## src/rtl/core/ipdt_pkg.sv

```systemverilog
// shared types and constants of the ir pulse-distance transmitter
package ipdt_pkg;

  localparam int MARK_W   = 16;
  localparam int SPACE_W  = 16;
  localparam int VAL_W    = 16;
  localparam int SLOT_W   = 4;
  localparam int PERIOD_W = 10;
  localparam int CFG_IDX_W = 3;
  localparam int CFG_DATA_W = 16;

  // input commands
  localparam logic [1:0] CMD_FRAME = 2'd0;
  localparam logic [1:0] CMD_DATA  = 2'd1;
  localparam logic [1:0] CMD_TBL   = 2'd2;
  localparam logic [1:0] CMD_NONE  = 2'd3;

  // configuration register indexes
  localparam logic [CFG_IDX_W-1:0] CFG_PERIOD     = 3'd0;
  localparam logic [CFG_IDX_W-1:0] CFG_ONE_MARK   = 3'd1;
  localparam logic [CFG_IDX_W-1:0] CFG_ONE_SPACE  = 3'd2;
  localparam logic [CFG_IDX_W-1:0] CFG_ZERO_MARK  = 3'd3;
  localparam logic [CFG_IDX_W-1:0] CFG_ZERO_SPACE = 3'd4;

  // configuration reset values
  localparam logic [PERIOD_W-1:0] RST_PERIOD     = 10'd26;
  localparam logic [MARK_W-1:0]   RST_ONE_MARK   = 16'd560;
  localparam logic [SPACE_W-1:0]  RST_ONE_SPACE  = 16'd1690;
  localparam logic [MARK_W-1:0]   RST_ZERO_MARK  = 16'd560;
  localparam logic [SPACE_W-1:0]  RST_ZERO_SPACE = 16'd560;

  // segment kinds loaded into the output register
  localparam logic [2:0] KIND_BURST = 3'd0;
  localparam logic [2:0] KIND_PAUSE = 3'd1;
  localparam logic [2:0] KIND_SUBST = 3'd2;
  localparam logic [2:0] KIND_BAD   = 3'd3;
  localparam logic [2:0] KIND_DATA  = 3'd4;

  // divider operand selects
  localparam logic [1:0] DSEL_VAL   = 2'd0;
  localparam logic [1:0] DSEL_TMARK = 2'd1;
  localparam logic [1:0] DSEL_ONE   = 2'd2;
  localparam logic [1:0] DSEL_ZERO  = 2'd3;

  typedef struct packed {
    logic       load;
    logic       tbl_wr;
    logic       tbl_rd;
    logic       div_start;
    logic [1:0] div_sel;
    logic       save_one;
    logic       save_zero;
    logic       out_load;
    logic [2:0] kind;
    logic       last;
    logic       shift;
  } ipdt_cmd_t;

  typedef struct packed {
    logic       div_busy;
    logic       out_free;
    logic [1:0] in_cmd;
    logic       in_start;
    logic       in_subst;
    logic       in_idx_ok;
  } ipdt_sts_t;

endpackage

```

## src/rtl/core/ipdt_if.sv

```systemverilog
// valid/ready channel interfaces for input items and output segments
interface ipdt_in_if;
  logic                         valid;
  logic                         ready;
  logic [1:0]                   command;
  logic                         section_start;
  logic [ipdt_pkg::VAL_W-1:0]   duration_or_symbol;
  logic [ipdt_pkg::SLOT_W-1:0]  table_slot;
  logic [ipdt_pkg::SPACE_W-1:0] table_space_us;

  modport source (
    output valid, command, section_start, duration_or_symbol, table_slot, table_space_us,
    input  ready
  );
  modport sink (
    input  valid, command, section_start, duration_or_symbol, table_slot, table_space_us,
    output ready
  );
endinterface

interface ipdt_out_if;
  logic                         valid;
  logic                         ready;
  logic [ipdt_pkg::MARK_W-1:0]  mark_cycles;
  logic [ipdt_pkg::SPACE_W-1:0] space_us;
  logic                         last_of_run;
  logic                         bad_symbol;

  modport source (
    output valid, mark_cycles, space_us, last_of_run, bad_symbol,
    input  ready
  );
  modport sink (
    input  valid, mark_cycles, space_us, last_of_run, bad_symbol,
    output ready
  );
endinterface

```

## src/rtl/core/ipdt_div.sv

```systemverilog
// restoring divider, one quotient bit per cycle, microseconds to carrier periods
module ipdt_div (
  input  logic                          clk,
  input  logic                          rst_n,
  input  logic                          start,
  input  logic [ipdt_pkg::MARK_W-1:0]   dividend,
  input  logic [ipdt_pkg::PERIOD_W-1:0] divisor,
  output logic                          busy,
  output logic [ipdt_pkg::MARK_W-1:0]   quotient
);

  localparam int QW = ipdt_pkg::MARK_W;
  localparam int DW = ipdt_pkg::PERIOD_W;
  localparam int CW = $clog2(QW);

  logic          busy_r, busy_nxt;
  logic [CW-1:0] cnt_r, cnt_nxt;
  logic [QW-1:0] quo_r, quo_nxt;
  logic [DW-1:0] rem_r, rem_nxt;
  logic [DW-1:0] dv_r, dv_nxt;
  logic [DW:0]   sh;
  logic [DW:0]   diff;
  logic          ge;

  assign sh   = {rem_r, quo_r[QW-1]};
  assign diff = sh - {1'b0, dv_r};
  assign ge   = sh >= {1'b0, dv_r};

  always_comb begin
    busy_nxt = busy_r;
    cnt_nxt  = cnt_r;
    quo_nxt  = quo_r;
    rem_nxt  = rem_r;
    dv_nxt   = dv_r;
    if (start) begin
      busy_nxt = 1'b1;
      cnt_nxt  = CW'(QW - 1);
      quo_nxt  = dividend;
      rem_nxt  = '0;
      // a period of zero divides as one
      dv_nxt   = (divisor == '0) ? DW'(1) : divisor;
    end else if (busy_r) begin
      quo_nxt = {quo_r[QW-2:0], ge};
      rem_nxt = ge ? diff[DW-1:0] : sh[DW-1:0];
      cnt_nxt = cnt_r - CW'(1);
      if (cnt_r == '0) begin
        busy_nxt = 1'b0;
      end
    end
  end

  always_ff @(posedge clk) begin
    if (!rst_n) begin
      busy_r <= 1'b0;
      cnt_r  <= '0;
    end else begin
      busy_r <= busy_nxt;
      cnt_r  <= cnt_nxt;
    end
  end

  always_ff @(posedge clk) begin
    quo_r <= quo_nxt;
    rem_r <= rem_nxt;
    dv_r  <= dv_nxt;
  end

  assign busy     = busy_r;
  assign quotient = quo_r;

endmodule

```

## src/rtl/core/ipdt_dp.sv

```systemverilog
// datapath: configuration registers, substitution table, divider and output register
module ipdt_dp #(
  parameter int SUBST_ENTRIES = 16,
  parameter int SUBST_BASE    = 500
) (
  input  logic                            clk,
  input  logic                            rst_n,
  input  ipdt_pkg::ipdt_cmd_t             cmd,
  output ipdt_pkg::ipdt_sts_t             sts,
  input  logic                            cfg_we,
  input  logic [ipdt_pkg::CFG_IDX_W-1:0]  cfg_index,
  input  logic [ipdt_pkg::CFG_DATA_W-1:0] cfg_wdata,
  input  logic [1:0]                      in_command,
  input  logic                            in_section_start,
  input  logic [ipdt_pkg::VAL_W-1:0]      in_duration_or_symbol,
  input  logic [ipdt_pkg::SLOT_W-1:0]     in_table_slot,
  input  logic [ipdt_pkg::SPACE_W-1:0]    in_table_space_us,
  output logic                            out_valid,
  input  logic                            out_ready,
  output logic [ipdt_pkg::MARK_W-1:0]     out_mark_cycles,
  output logic [ipdt_pkg::SPACE_W-1:0]    out_space_us,
  output logic                            out_last_of_run,
  output logic                            out_bad_symbol
);

  localparam int MW    = ipdt_pkg::MARK_W;
  localparam int SW    = ipdt_pkg::SPACE_W;
  localparam int VW    = ipdt_pkg::VAL_W;
  localparam int PW    = ipdt_pkg::PERIOD_W;
  localparam int IDX_W = (SUBST_ENTRIES > 1) ? $clog2(SUBST_ENTRIES) : 1;
  localparam int EXT_W = 9;

  // configuration registers
  logic [PW-1:0] period_r;
  logic [MW-1:0] one_mark_r, zero_mark_r;
  logic [SW-1:0] one_space_r, zero_space_r;

  always_ff @(posedge clk) begin
    if (!rst_n) begin
      period_r     <= ipdt_pkg::RST_PERIOD;
      one_mark_r   <= ipdt_pkg::RST_ONE_MARK;
      one_space_r  <= ipdt_pkg::RST_ONE_SPACE;
      zero_mark_r  <= ipdt_pkg::RST_ZERO_MARK;
      zero_space_r <= ipdt_pkg::RST_ZERO_SPACE;
    end else if (cfg_we) begin
      unique case (cfg_index)
        ipdt_pkg::CFG_PERIOD:     period_r     <= cfg_wdata[PW-1:0];
        ipdt_pkg::CFG_ONE_MARK:   one_mark_r   <= cfg_wdata[MW-1:0];
        ipdt_pkg::CFG_ONE_SPACE:  one_space_r  <= cfg_wdata[SW-1:0];
        ipdt_pkg::CFG_ZERO_MARK:  zero_mark_r  <= cfg_wdata[MW-1:0];
        ipdt_pkg::CFG_ZERO_SPACE: zero_space_r <= cfg_wdata[SW-1:0];
        default: ;
      endcase
    end
  end

  // substitution index and slot checks on the incoming word
  logic [VW-1:0]    sub_idx;
  logic             in_subst, in_idx_ok, slot_ok;
  logic [EXT_W-1:0] slot_ext;
  logic [IDX_W-1:0] rd_addr, wr_addr;

  assign in_subst  = in_duration_or_symbol > VW'(SUBST_BASE);
  assign sub_idx   = in_duration_or_symbol - VW'(SUBST_BASE) - VW'(1);
  assign in_idx_ok = sub_idx < VW'(SUBST_ENTRIES);
  assign slot_ext  = EXT_W'(in_table_slot);
  assign slot_ok   = slot_ext < EXT_W'(SUBST_ENTRIES);
  assign rd_addr   = sub_idx[IDX_W-1:0];
  assign wr_addr   = slot_ext[IDX_W-1:0];

  // table memory, entries not yet written read as zero
  logic [MW+SW-1:0]         tbl_mem [SUBST_ENTRIES];
  logic [SUBST_ENTRIES-1:0] vld_r;
  logic [MW+SW-1:0]         rd_data_r;
  logic                     rd_vld_r;
  logic [MW-1:0]            t_mark;
  logic [SW-1:0]            t_space;

  always_ff @(posedge clk) begin
    if (cmd.tbl_wr && slot_ok) begin
      tbl_mem[wr_addr] <= {in_duration_or_symbol, in_table_space_us};
    end
    if (cmd.tbl_rd) begin
      rd_data_r <= tbl_mem[rd_addr];
      rd_vld_r  <= vld_r[rd_addr];
    end
  end

  always_ff @(posedge clk) begin
    if (!rst_n) begin
      vld_r <= '0;
    end else if (cmd.tbl_wr && slot_ok) begin
      vld_r[wr_addr] <= 1'b1;
    end
  end

  assign t_mark  = rd_vld_r ? rd_data_r[MW+SW-1:SW] : '0;
  assign t_space = rd_vld_r ? rd_data_r[SW-1:0] : '0;

  // latched item
  logic [VW-1:0] val_r;
  logic [7:0]    byte_r;

  always_ff @(posedge clk) begin
    if (cmd.load) begin
      val_r  <= in_duration_or_symbol;
      byte_r <= in_duration_or_symbol[7:0];
    end else if (cmd.shift) begin
      byte_r <= {byte_r[6:0], 1'b0};
    end
  end

  // divider and saved bit quotients
  logic [MW-1:0] div_a, quo;
  logic          div_busy;
  logic [MW-1:0] q_one_r, q_zero_r;

  always_comb begin
    case (cmd.div_sel)
      ipdt_pkg::DSEL_VAL:   div_a = in_duration_or_symbol;
      ipdt_pkg::DSEL_TMARK: div_a = t_mark;
      ipdt_pkg::DSEL_ONE:   div_a = one_mark_r;
      default:              div_a = zero_mark_r;
    endcase
  end

  ipdt_div u_div (
    .clk      (clk),
    .rst_n    (rst_n),
    .start    (cmd.div_start),
    .dividend (div_a),
    .divisor  (period_r),
    .busy     (div_busy),
    .quotient (quo)
  );

  always_ff @(posedge clk) begin
    if (cmd.save_one) begin
      q_one_r <= quo;
    end
    if (cmd.save_zero) begin
      q_zero_r <= quo;
    end
  end

  // output register
  logic          out_valid_r;
  logic [MW-1:0] mark_r, mark_nxt;
  logic [SW-1:0] space_r, space_nxt;
  logic          last_r, bad_r, bad_nxt;

  always_comb begin
    mark_nxt  = '0;
    space_nxt = '0;
    bad_nxt   = 1'b0;
    unique case (cmd.kind)
      ipdt_pkg::KIND_BURST: mark_nxt = quo;
      ipdt_pkg::KIND_PAUSE: space_nxt = val_r;
      ipdt_pkg::KIND_SUBST: begin
        mark_nxt  = quo;
        space_nxt = t_space;
      end
      ipdt_pkg::KIND_BAD: bad_nxt = 1'b1;
      ipdt_pkg::KIND_DATA: begin
        mark_nxt  = byte_r[7] ? q_one_r : q_zero_r;
        space_nxt = byte_r[7] ? one_space_r : zero_space_r;
      end
      default: ;
    endcase
  end

  always_ff @(posedge clk) begin
    if (!rst_n) begin
      out_valid_r <= 1'b0;
    end else if (cmd.out_load) begin
      out_valid_r <= 1'b1;
    end else if (out_ready) begin
      out_valid_r <= 1'b0;
    end
  end

  always_ff @(posedge clk) begin
    if (cmd.out_load) begin
      mark_r  <= mark_nxt;
      space_r <= space_nxt;
      last_r  <= cmd.last;
      bad_r   <= bad_nxt;
    end
  end

  assign out_valid       = out_valid_r;
  assign out_mark_cycles = mark_r;
  assign out_space_us    = space_r;
  assign out_last_of_run = last_r;
  assign out_bad_symbol  = bad_r;

  assign sts.div_busy  = div_busy;
  assign sts.out_free  = !out_valid_r || out_ready;
  assign sts.in_cmd    = in_command;
  assign sts.in_start  = in_section_start;
  assign sts.in_subst  = in_subst;
  assign sts.in_idx_ok = in_idx_ok;

endmodule

```

## src/rtl/core/ipdt_ctrl.sv

```systemverilog
// controller: sequences divisions and segment pushes for each accepted framing or data word
module ipdt_ctrl (
  input  logic                clk,
  input  logic                rst_n,
  input  logic                in_valid,
  output logic                in_ready,
  input  ipdt_pkg::ipdt_sts_t sts,
  output ipdt_pkg::ipdt_cmd_t cmd
);

  localparam logic [2:0] S_IDLE = 3'd0;
  localparam logic [2:0] S_LOOK = 3'd1;
  localparam logic [2:0] S_DIV  = 3'd2;
  localparam logic [2:0] S_PUSH = 3'd3;
  localparam logic [2:0] S_DIV1 = 3'd4;
  localparam logic [2:0] S_DIV0 = 3'd5;
  localparam logic [2:0] S_BITS = 3'd6;

  logic [2:0] state_r, state_nxt;
  logic [2:0] kind_r, kind_nxt;
  logic [2:0] bit_cnt_r, bit_cnt_nxt;
  logic       parity_r, parity_nxt;

  assign in_ready = (state_r == S_IDLE);

  always_comb begin
    state_nxt   = state_r;
    kind_nxt    = kind_r;
    bit_cnt_nxt = bit_cnt_r;
    parity_nxt  = parity_r;
    cmd         = '0;
    cmd.kind    = kind_r;
    unique case (state_r)
      S_IDLE: begin
        if (in_valid) begin
          cmd.load = 1'b1;
          unique case (sts.in_cmd)
            ipdt_pkg::CMD_FRAME: begin
              // section start forces a burst and sets parity; other framing words flip parity
              parity_nxt = ~(parity_r & ~sts.in_start);
              if (sts.in_start || !parity_r) begin
                cmd.div_start = 1'b1;
                cmd.div_sel   = ipdt_pkg::DSEL_VAL;
                kind_nxt      = ipdt_pkg::KIND_BURST;
                state_nxt     = S_DIV;
              end else begin
                kind_nxt  = ipdt_pkg::KIND_PAUSE;
                state_nxt = S_PUSH;
              end
            end
            ipdt_pkg::CMD_DATA: begin
              if (sts.in_subst && sts.in_idx_ok) begin
                cmd.tbl_rd = 1'b1;
                kind_nxt   = ipdt_pkg::KIND_SUBST;
                state_nxt  = S_LOOK;
              end else if (sts.in_subst) begin
                kind_nxt  = ipdt_pkg::KIND_BAD;
                state_nxt = S_PUSH;
              end else begin
                cmd.div_start = 1'b1;
                cmd.div_sel   = ipdt_pkg::DSEL_ONE;
                state_nxt     = S_DIV1;
              end
            end
            ipdt_pkg::CMD_TBL: cmd.tbl_wr = 1'b1;
            default: ;
          endcase
        end
      end
      S_LOOK: begin
        cmd.div_start = 1'b1;
        cmd.div_sel   = ipdt_pkg::DSEL_TMARK;
        state_nxt     = S_DIV;
      end
      S_DIV: begin
        if (!sts.div_busy) begin
          state_nxt = S_PUSH;
        end
      end
      S_PUSH: begin
        if (sts.out_free) begin
          cmd.out_load = 1'b1;
          cmd.last     = 1'b1;
          state_nxt    = S_IDLE;
        end
      end
      S_DIV1: begin
        if (!sts.div_busy) begin
          cmd.save_one  = 1'b1;
          cmd.div_start = 1'b1;
          cmd.div_sel   = ipdt_pkg::DSEL_ZERO;
          state_nxt     = S_DIV0;
        end
      end
      S_DIV0: begin
        if (!sts.div_busy) begin
          cmd.save_zero = 1'b1;
          bit_cnt_nxt   = '0;
          state_nxt     = S_BITS;
        end
      end
      S_BITS: begin
        cmd.kind = ipdt_pkg::KIND_DATA;
        if (sts.out_free) begin
          cmd.out_load = 1'b1;
          cmd.shift    = 1'b1;
          cmd.last     = (bit_cnt_r == 3'd7);
          bit_cnt_nxt  = bit_cnt_r + 3'd1;
          if (bit_cnt_r == 3'd7) begin
            state_nxt = S_IDLE;
          end
        end
      end
      default: state_nxt = S_IDLE;
    endcase
  end

  always_ff @(posedge clk) begin
    if (!rst_n) begin
      state_r   <= S_IDLE;
      kind_r    <= ipdt_pkg::KIND_BURST;
      bit_cnt_r <= '0;
      parity_r  <= 1'b0;
    end else begin
      state_r   <= state_nxt;
      kind_r    <= kind_nxt;
      bit_cnt_r <= bit_cnt_nxt;
      parity_r  <= parity_nxt;
    end
  end

endmodule

```

## src/rtl/core/ir_pulse_distance_transmitter.sv

```systemverilog
// Infrared pulse-distance transmitter: turns framing words, data symbols and table writes into
// burst/space segments. A framing pause needs no division; framing bursts, substitutions and
// data bytes wait on the shared restoring divider, which produces one quotient bit per cycle
// (two divisions per data byte, one per burst or substitution). A table write or an unused
// command gives no segment and leaves the controller idle. The next word is taken as soon as
// the last segment of the current one sits in the output register. The substitution table
// needs no clearing pass after reset.
module ir_pulse_distance_transmitter #(
  parameter int SUBST_ENTRIES = 16,
  parameter int SUBST_BASE    = 500
) (
  input  logic                            clk,
  input  logic                            rst_n,
  ipdt_in_if.sink                         in_ch,
  ipdt_out_if.source                      out_ch,
  input  logic                            cfg_we,
  input  logic [ipdt_pkg::CFG_IDX_W-1:0]  cfg_index,
  input  logic [ipdt_pkg::CFG_DATA_W-1:0] cfg_wdata
);

  ipdt_pkg::ipdt_cmd_t cmd;
  ipdt_pkg::ipdt_sts_t sts;
  logic                ready;

  assign in_ch.ready = ready;

  ipdt_ctrl u_ctrl (
    .clk      (clk),
    .rst_n    (rst_n),
    .in_valid (in_ch.valid),
    .in_ready (ready),
    .sts      (sts),
    .cmd      (cmd)
  );

  ipdt_dp #(
    .SUBST_ENTRIES (SUBST_ENTRIES),
    .SUBST_BASE    (SUBST_BASE)
  ) u_dp (
    .clk                   (clk),
    .rst_n                 (rst_n),
    .cmd                   (cmd),
    .sts                   (sts),
    .cfg_we                (cfg_we),
    .cfg_index             (cfg_index),
    .cfg_wdata             (cfg_wdata),
    .in_command            (in_ch.command),
    .in_section_start      (in_ch.section_start),
    .in_duration_or_symbol (in_ch.duration_or_symbol),
    .in_table_slot         (in_ch.table_slot),
    .in_table_space_us     (in_ch.table_space_us),
    .out_valid             (out_ch.valid),
    .out_ready             (out_ch.ready),
    .out_mark_cycles       (out_ch.mark_cycles),
    .out_space_us          (out_ch.space_us),
    .out_last_of_run       (out_ch.last_of_run),
    .out_bad_symbol        (out_ch.bad_symbol)
  );

endmodule

```

## src/flat_wrapper.sv

```systemverilog
// flat-port wrapper written by rule: the top's interface ports become plain ports
module ir_pulse_distance_transmitter_flat 
#(
  parameter int SUBST_ENTRIES = 16,
  parameter int SUBST_BASE    = 500
)
  (clk, rst_n, cfg_we, cfg_index, cfg_wdata, in_ch_valid, in_ch_command, in_ch_section_start, in_ch_duration_or_symbol, in_ch_table_slot, in_ch_table_space_us, in_ch_ready, out_ch_valid, out_ch_mark_cycles, out_ch_space_us, out_ch_last_of_run, out_ch_bad_symbol, out_ch_ready);
  ipdt_in_if in_ch_i ();
  ipdt_out_if out_ch_i ();
  input  logic clk;
  input  logic rst_n;
  input  logic cfg_we;
  input  logic [ipdt_pkg::CFG_IDX_W-1:0] cfg_index;
  input  logic [ipdt_pkg::CFG_DATA_W-1:0] cfg_wdata;
  input wire logic [$bits(in_ch_i.valid)-1:0] in_ch_valid;
  input wire logic [$bits(in_ch_i.command)-1:0] in_ch_command;
  input wire logic [$bits(in_ch_i.section_start)-1:0] in_ch_section_start;
  input wire logic [$bits(in_ch_i.duration_or_symbol)-1:0] in_ch_duration_or_symbol;
  input wire logic [$bits(in_ch_i.table_slot)-1:0] in_ch_table_slot;
  input wire logic [$bits(in_ch_i.table_space_us)-1:0] in_ch_table_space_us;
  output wire logic [$bits(in_ch_i.ready)-1:0] in_ch_ready;
  output wire logic [$bits(out_ch_i.valid)-1:0] out_ch_valid;
  output wire logic [$bits(out_ch_i.mark_cycles)-1:0] out_ch_mark_cycles;
  output wire logic [$bits(out_ch_i.space_us)-1:0] out_ch_space_us;
  output wire logic [$bits(out_ch_i.last_of_run)-1:0] out_ch_last_of_run;
  output wire logic [$bits(out_ch_i.bad_symbol)-1:0] out_ch_bad_symbol;
  input wire logic [$bits(out_ch_i.ready)-1:0] out_ch_ready;
  assign in_ch_i.valid = in_ch_valid;
  assign in_ch_i.command = in_ch_command;
  assign in_ch_i.section_start = in_ch_section_start;
  assign in_ch_i.duration_or_symbol = in_ch_duration_or_symbol;
  assign in_ch_i.table_slot = in_ch_table_slot;
  assign in_ch_i.table_space_us = in_ch_table_space_us;
  assign in_ch_ready = in_ch_i.ready;
  assign out_ch_valid = out_ch_i.valid;
  assign out_ch_mark_cycles = out_ch_i.mark_cycles;
  assign out_ch_space_us = out_ch_i.space_us;
  assign out_ch_last_of_run = out_ch_i.last_of_run;
  assign out_ch_bad_symbol = out_ch_i.bad_symbol;
  assign out_ch_i.ready = out_ch_ready;
  ir_pulse_distance_transmitter #(.SUBST_ENTRIES(SUBST_ENTRIES), .SUBST_BASE(SUBST_BASE)) u_core (.clk(clk), .rst_n(rst_n), .in_ch(in_ch_i), .out_ch(out_ch_i), .cfg_we(cfg_we), .cfg_index(cfg_index), .cfg_wdata(cfg_wdata));
endmodule
```

## config.mk

```make
export PLATFORM = sky130hd
export DESIGN_NAME = ir_pulse_distance_transmitter_flat
export DESIGN_NICKNAME = d
export VERILOG_FILES = /design/src/rtl/core/ipdt_pkg.sv /design/src/rtl/core/ipdt_if.sv /design/src/rtl/core/ipdt_div.sv /design/src/rtl/core/ipdt_dp.sv /design/src/rtl/core/ipdt_ctrl.sv /design/src/rtl/core/ir_pulse_distance_transmitter.sv /design/src/flat_wrapper.sv
export SDC_FILE = /design/constraint.sdc
export NUM_CORES = 1
export LEC_CHECK = 0
export CAP_MARGIN = 20
export CORE_MARGIN = 5
export CORE_UTILIZATION = 55
export CTS_CLUSTER_DIAMETER = 40
export DETAILED_ROUTE_END_ITERATION = 7
export DONT_BUFFER_PORTS = 1
export PLACE_DENSITY = 0.78
export SETUP_SLACK_MARGIN = 0.05
export SLEW_MARGIN = 5
export SYNTH_ARGS = -nofsm -noshare
export SYNTH_HDL_FRONTEND = slang
export SYNTH_SLANG_ARGS = --single-unit
```

## constraint.sdc

```tcl
create_clock -name clk -period 6.09 [get_ports clk]
set_input_delay 0.9135 -clock clk [delete_from_list [all_inputs] [get_ports clk]]
set_output_delay 0.9135 -clock clk [all_outputs]
set_load 0.05 [all_outputs]
```

==> summary.txt <==
STA
  – Final Skew: about 0.019 ns
  – Relative slew margins: 0.270
  – Setup violators final: 0
  – RSZ-0062 raised after global routing: false
  – Final worst slack: approximately 2.3 ns
  – Setup TNS Final: 0 ns
  – Max Slew Vio Count: 0
  – Maximum clock frequency: around 260 MHz
  – Period utilization: 0.630
  – Final Hold Fails: 0
  – Worst-Margin Slew: approximately 1.1 ns
  – Tmin final: 3.83 ns

GRT
  – Vias in the first global route: around 17,000
  – Largest net degree at the start of global routing: ~150
  – First-pass GRT wire length: ~110,000 microns
  – Total congestion overflow: 0
  – Initial antenna violation count: 1
  – GRT Total Usage: 0.256

Run
  – Total of max-cap violations: 0

Die
  – Die Y: ~250 microns
  – Die Span X: approximately 250 microns
  – Starting Density: 0.555
  – IO Pins: 99
  – Row count: 86
  – Die Outline Area: between 60,000 and 70,000 sq um
  – Core Box Area: between 50,000 and 60,000 sq um

Synthesis
  – Main combinational cell family by area after synthesis: multiplexers
  – Compound-Gate Fraction of Synth Area: 0.0538
  – Number of synthesized flops with an enable pin: ~660
  – Post-synthesis sequential area ratio: 0.723
  – Syn_nets: ~1,900
  – Async set-or-reset flop fraction in the synthesized netlist: 0
  – Post-Synth XOR/XNOR Area: 0.00286
  – Total number of yosys warnings: 0
  – Syn_area_per_cell: ~17 sq um
  – Simple-gate share of the synthesized area: 0.0595
  – Adder-Cell Fraction of Synth Area: 0.00637
  – #FFs+latches synth: a little under 800
  – Cells after Synth: 1,799
  – Mux cell area share after synthesis: 0.135
  – Post-synthesis cell type count: 74
  – Synth Flop Type: edfxtp_1
  – Synthesized area: between 30,000 and 40,000 sq um

Power
  – VDD IR max: 274 uV
  – Internal: between 9000 and 10,000 uW
  – NetSw: roughly 3000 uW
  – Seq pwr share: 0.477
  – Logic gate share of total power: 0.073
  – Leak Pwr: 0.0114 uW
  – PD cells: 360 nW/um^2
  – Clock power share: 0.451
  – Power, Total: approximately 13,000 uW
  – Switching fraction of total power: 0.238

Setup path
  – Crit path required time: ~6.4 ns
  – Kind of critical path: flop to flop
  – R2r setup slk: 2.26 ns
  – Crit path max-delay cell type: nor3_4
  – Crit-path cells: nor3_2, buf_4, nand2_1, inv_2, nand3b_1, or3_1, nor3_4, buf_12
  – Worst setup path startpoint: u_core.u_ctrl.state_r[1]$_SDFFE_PN0P_
  – Crit-path max FO: 24
  – CP Capture Type: flop
  – Critical path launch point type: flop
  – Critical Path Max Stage Delay: around 0.80 ns
  – R2R Path Start: u_core.u_ctrl.state_r[1]$_SDFFE_PN0P_
  – CP arrival: roughly 4.2 ns

Placement
  – Pre-CTS setup slack: roughly 2.3 ns
  – DP HPWL: roughly 44,000 microns
  – PortBufs: 0
  – Placer's final routability congestion estimate: ~0.83

Clocking
  – Post-CTS Setup Bufs: 0
  – CTS buffer count: 91
  – Htree depth: 3
  – CTS Root Cell: clkbuf_16
  – Hold buffer count at CTS: 0
  – Clk slew on worst S/H paths: around 0.07 ns
  – TritonCTS Sinks: approximately 780
  – Post-CTS sizing: 0
  – CTS tree: yes
  – CTS Buffer Depth: 3
  – Clock Latency Late Sink: approximately 0.66 ns

Finish
  – FF/Latch Area: roughly 22,000 sq um
  – Most frequent cells in the layout: 661 x edfxtp_1, 217 x nand2_1, 165 x mux4_2
  – Proportion of layout cells with a drive suffix above 1: 0.217
  – Synthesis-to-finish area growth: 13.7%
  – Multi-input gate area: approximately 8100 sq um
  – Commonest non-fill, non-tap cell in the layout: edfxtp_1
  – Fill cells: about 3,600
  – Nets: roughly 1,900

Worst hold path
  – Hold crit path type: primary input to flop
  – Hold_sp: in_ch_table_space_us[10]

Routing
  – Via density: around 6.5
  – Residual DRC: 0
  – Drt first pass iters: 6
  – Via Count: around 17,000
  – Post-DRT Antenna Nets: 0
  – Initial DRC Count: about 2,400
  – Drt total wl: a little under 80,000 microns
  – Avg WL per Cell: around 29 microns

Run status
  – Run status: finished, final reports clean
## flip-flops by register name, indices dropped and copies added, names as in the netlist, 2 cells and up
name,count
u_core.u_dp.tbl_mem,512
u_core.u_dp.rd_data_r,32
u_core.u_dp.one_mark_r,16
u_core.u_dp.one_space_r,16
u_core.u_dp.out_mark_cycles,16
u_core.u_dp.out_space_us,16
u_core.u_dp.q_one_r,16
u_core.u_dp.q_zero_r,16
u_core.u_dp.u_div.quotient,16
u_core.u_dp.val_r,16
u_core.u_dp.vld_r,16
u_core.u_dp.zero_mark_r,16
u_core.u_dp.zero_space_r,16
u_core.u_dp.period_r,10
u_core.u_dp.u_div.dv_r,10
u_core.u_dp.u_div.rem_r,10
u_core.u_dp.byte_r,8
u_core.u_dp.u_div.cnt_r,4
u_core.u_ctrl.bit_cnt_r,3
u_core.u_ctrl.state_r,3
u_core.u_ctrl.kind_r,2
## cell usage after synthesis, types with 6 or more instances
| cell type | number | area [sq um] |
|---|---|---|
| a21o_1 | 6 | 45.0 |
| a21oi_1 | 93 | 465 |
| a221o_1 | 22 | 220 |
| a221oi_1 | 6 | 52.6 |
| a31oi_1 | 6 | 37.5 |
| buf_2 | 24 | 120 |
| buf_4 | 9 | 67.6 |
| clkbuf_1 | 71 | 267 |
| dfxtp_1 | 115 | 2300 |
| edfxtp_1 | 661 | 19800 |
| ha_1 | 14 | 175 |
| inv_1 | 21 | 78.8 |
| mux2i_1 | 39 | 390 |
| mux4_2 | 165 | 3720 |
| nand2_1 | 218 | 818 |
| nand3_1 | 26 | 130 |
| nand3b_1 | 20 | 150 |
| nor2_1 | 85 | 319 |
| nor2b_1 | 7 | 43.8 |
| nor3_1 | 12 | 60.1 |
| o21a_1 | 20 | 150 |
| o21ai_0 | 40 | 200 |
| o21ai_1 | 9 | 45.0 |
| o21ai_2 | 6 | 52.6 |
| o31ai_1 | 6 | 45.0 |
| xnor2_1 | 6 | 52.6 |
## worst paths after layout
kind                            cells past startpoint                                       to
worst max-delay path                                8      u_core.u_dp.tbl_mem[0][6]$_DFFE_PP_
worst max register to register                      8      u_core.u_dp.tbl_mem[0][6]$_DFFE_PP_
worst min register to register                      2  u_core.u_dp.zero_mark_r[0]$_SDFFE_PN0P_
worst min-delay path                                0     u_core.u_dp.tbl_mem[0][10]$_DFFE_PP_
## metrics by stage
stage	area, sq um	hold WS, ns	std cells	util
2_1_floorplan	30700	0.433	1799	-
4_1_cts	34800	0.319	2640	0.631
5_1_grt	34900	0.317	2643	0.631
6_report	34900	0.348	2645	0.631
3_5_place_dp	31700	0.447	2468	0.573
3_3_place_gp	31400	0.441	2456	0.569
## power by group through the flow
| stage | clock network (uW) | registers, uW | logic, uW |
|---|---|---|---|
| finish | 5660 | 5980 | 911 |
| detailed placement | 0 | 6090 | 886 |
| global placement | 0 | 6090 | 848 |
| CTS | 5710 | 5980 | 902 |
| floorplan | 0 | 6060 | 746 |
| global route | 5960 | 5990 | 978 |
## cell type report
class | count | area share
well taps | 748 | 0.0268
flip-flops and latches | 776 | 0.635
multi-input cells | 889 | 0.231
clock buffers | 108 | 0.0695
clock inverters | 64 | 0.0211
diodes | 2 | 0.000144
inverters | 24 | 0.00262
repair buffers | 34 | 0.0130
## cells by family after synthesis
| logic type | count (synthesis) |
|---|---|
| flops | 776 |
| simple gates | 410 |
| compound gates | 247 |
| mux | 207 |
| buf+inv | 134 |
| fa+ha+maj | 15 |
| xor+xnor | 10 |
## worst max-delay path: cells and delay by family, from the launching register on
family / cells / cell delay (ns)
and+or+nand+nor: 5 / 2.04
buffers and inverters: 3 / 0.97
DFF: 1 / 0.47
## routing by layer
| metal | global-route usage | up-vias | wire (microns) |
|---|---|---|---|
| met5 | 0 | - | 20 |
| li1 | - | 7099 | - |
| met1 | 0.343 | 8726 | 28200 |
| met3 | 0.0621 | 185 | 8010 |
| met2 | 0.419 | 1170 | 38400 |
| met4 | 0.0837 | 2 | 2680 |
Note: power is estimated with default switching activity, not from simulation.
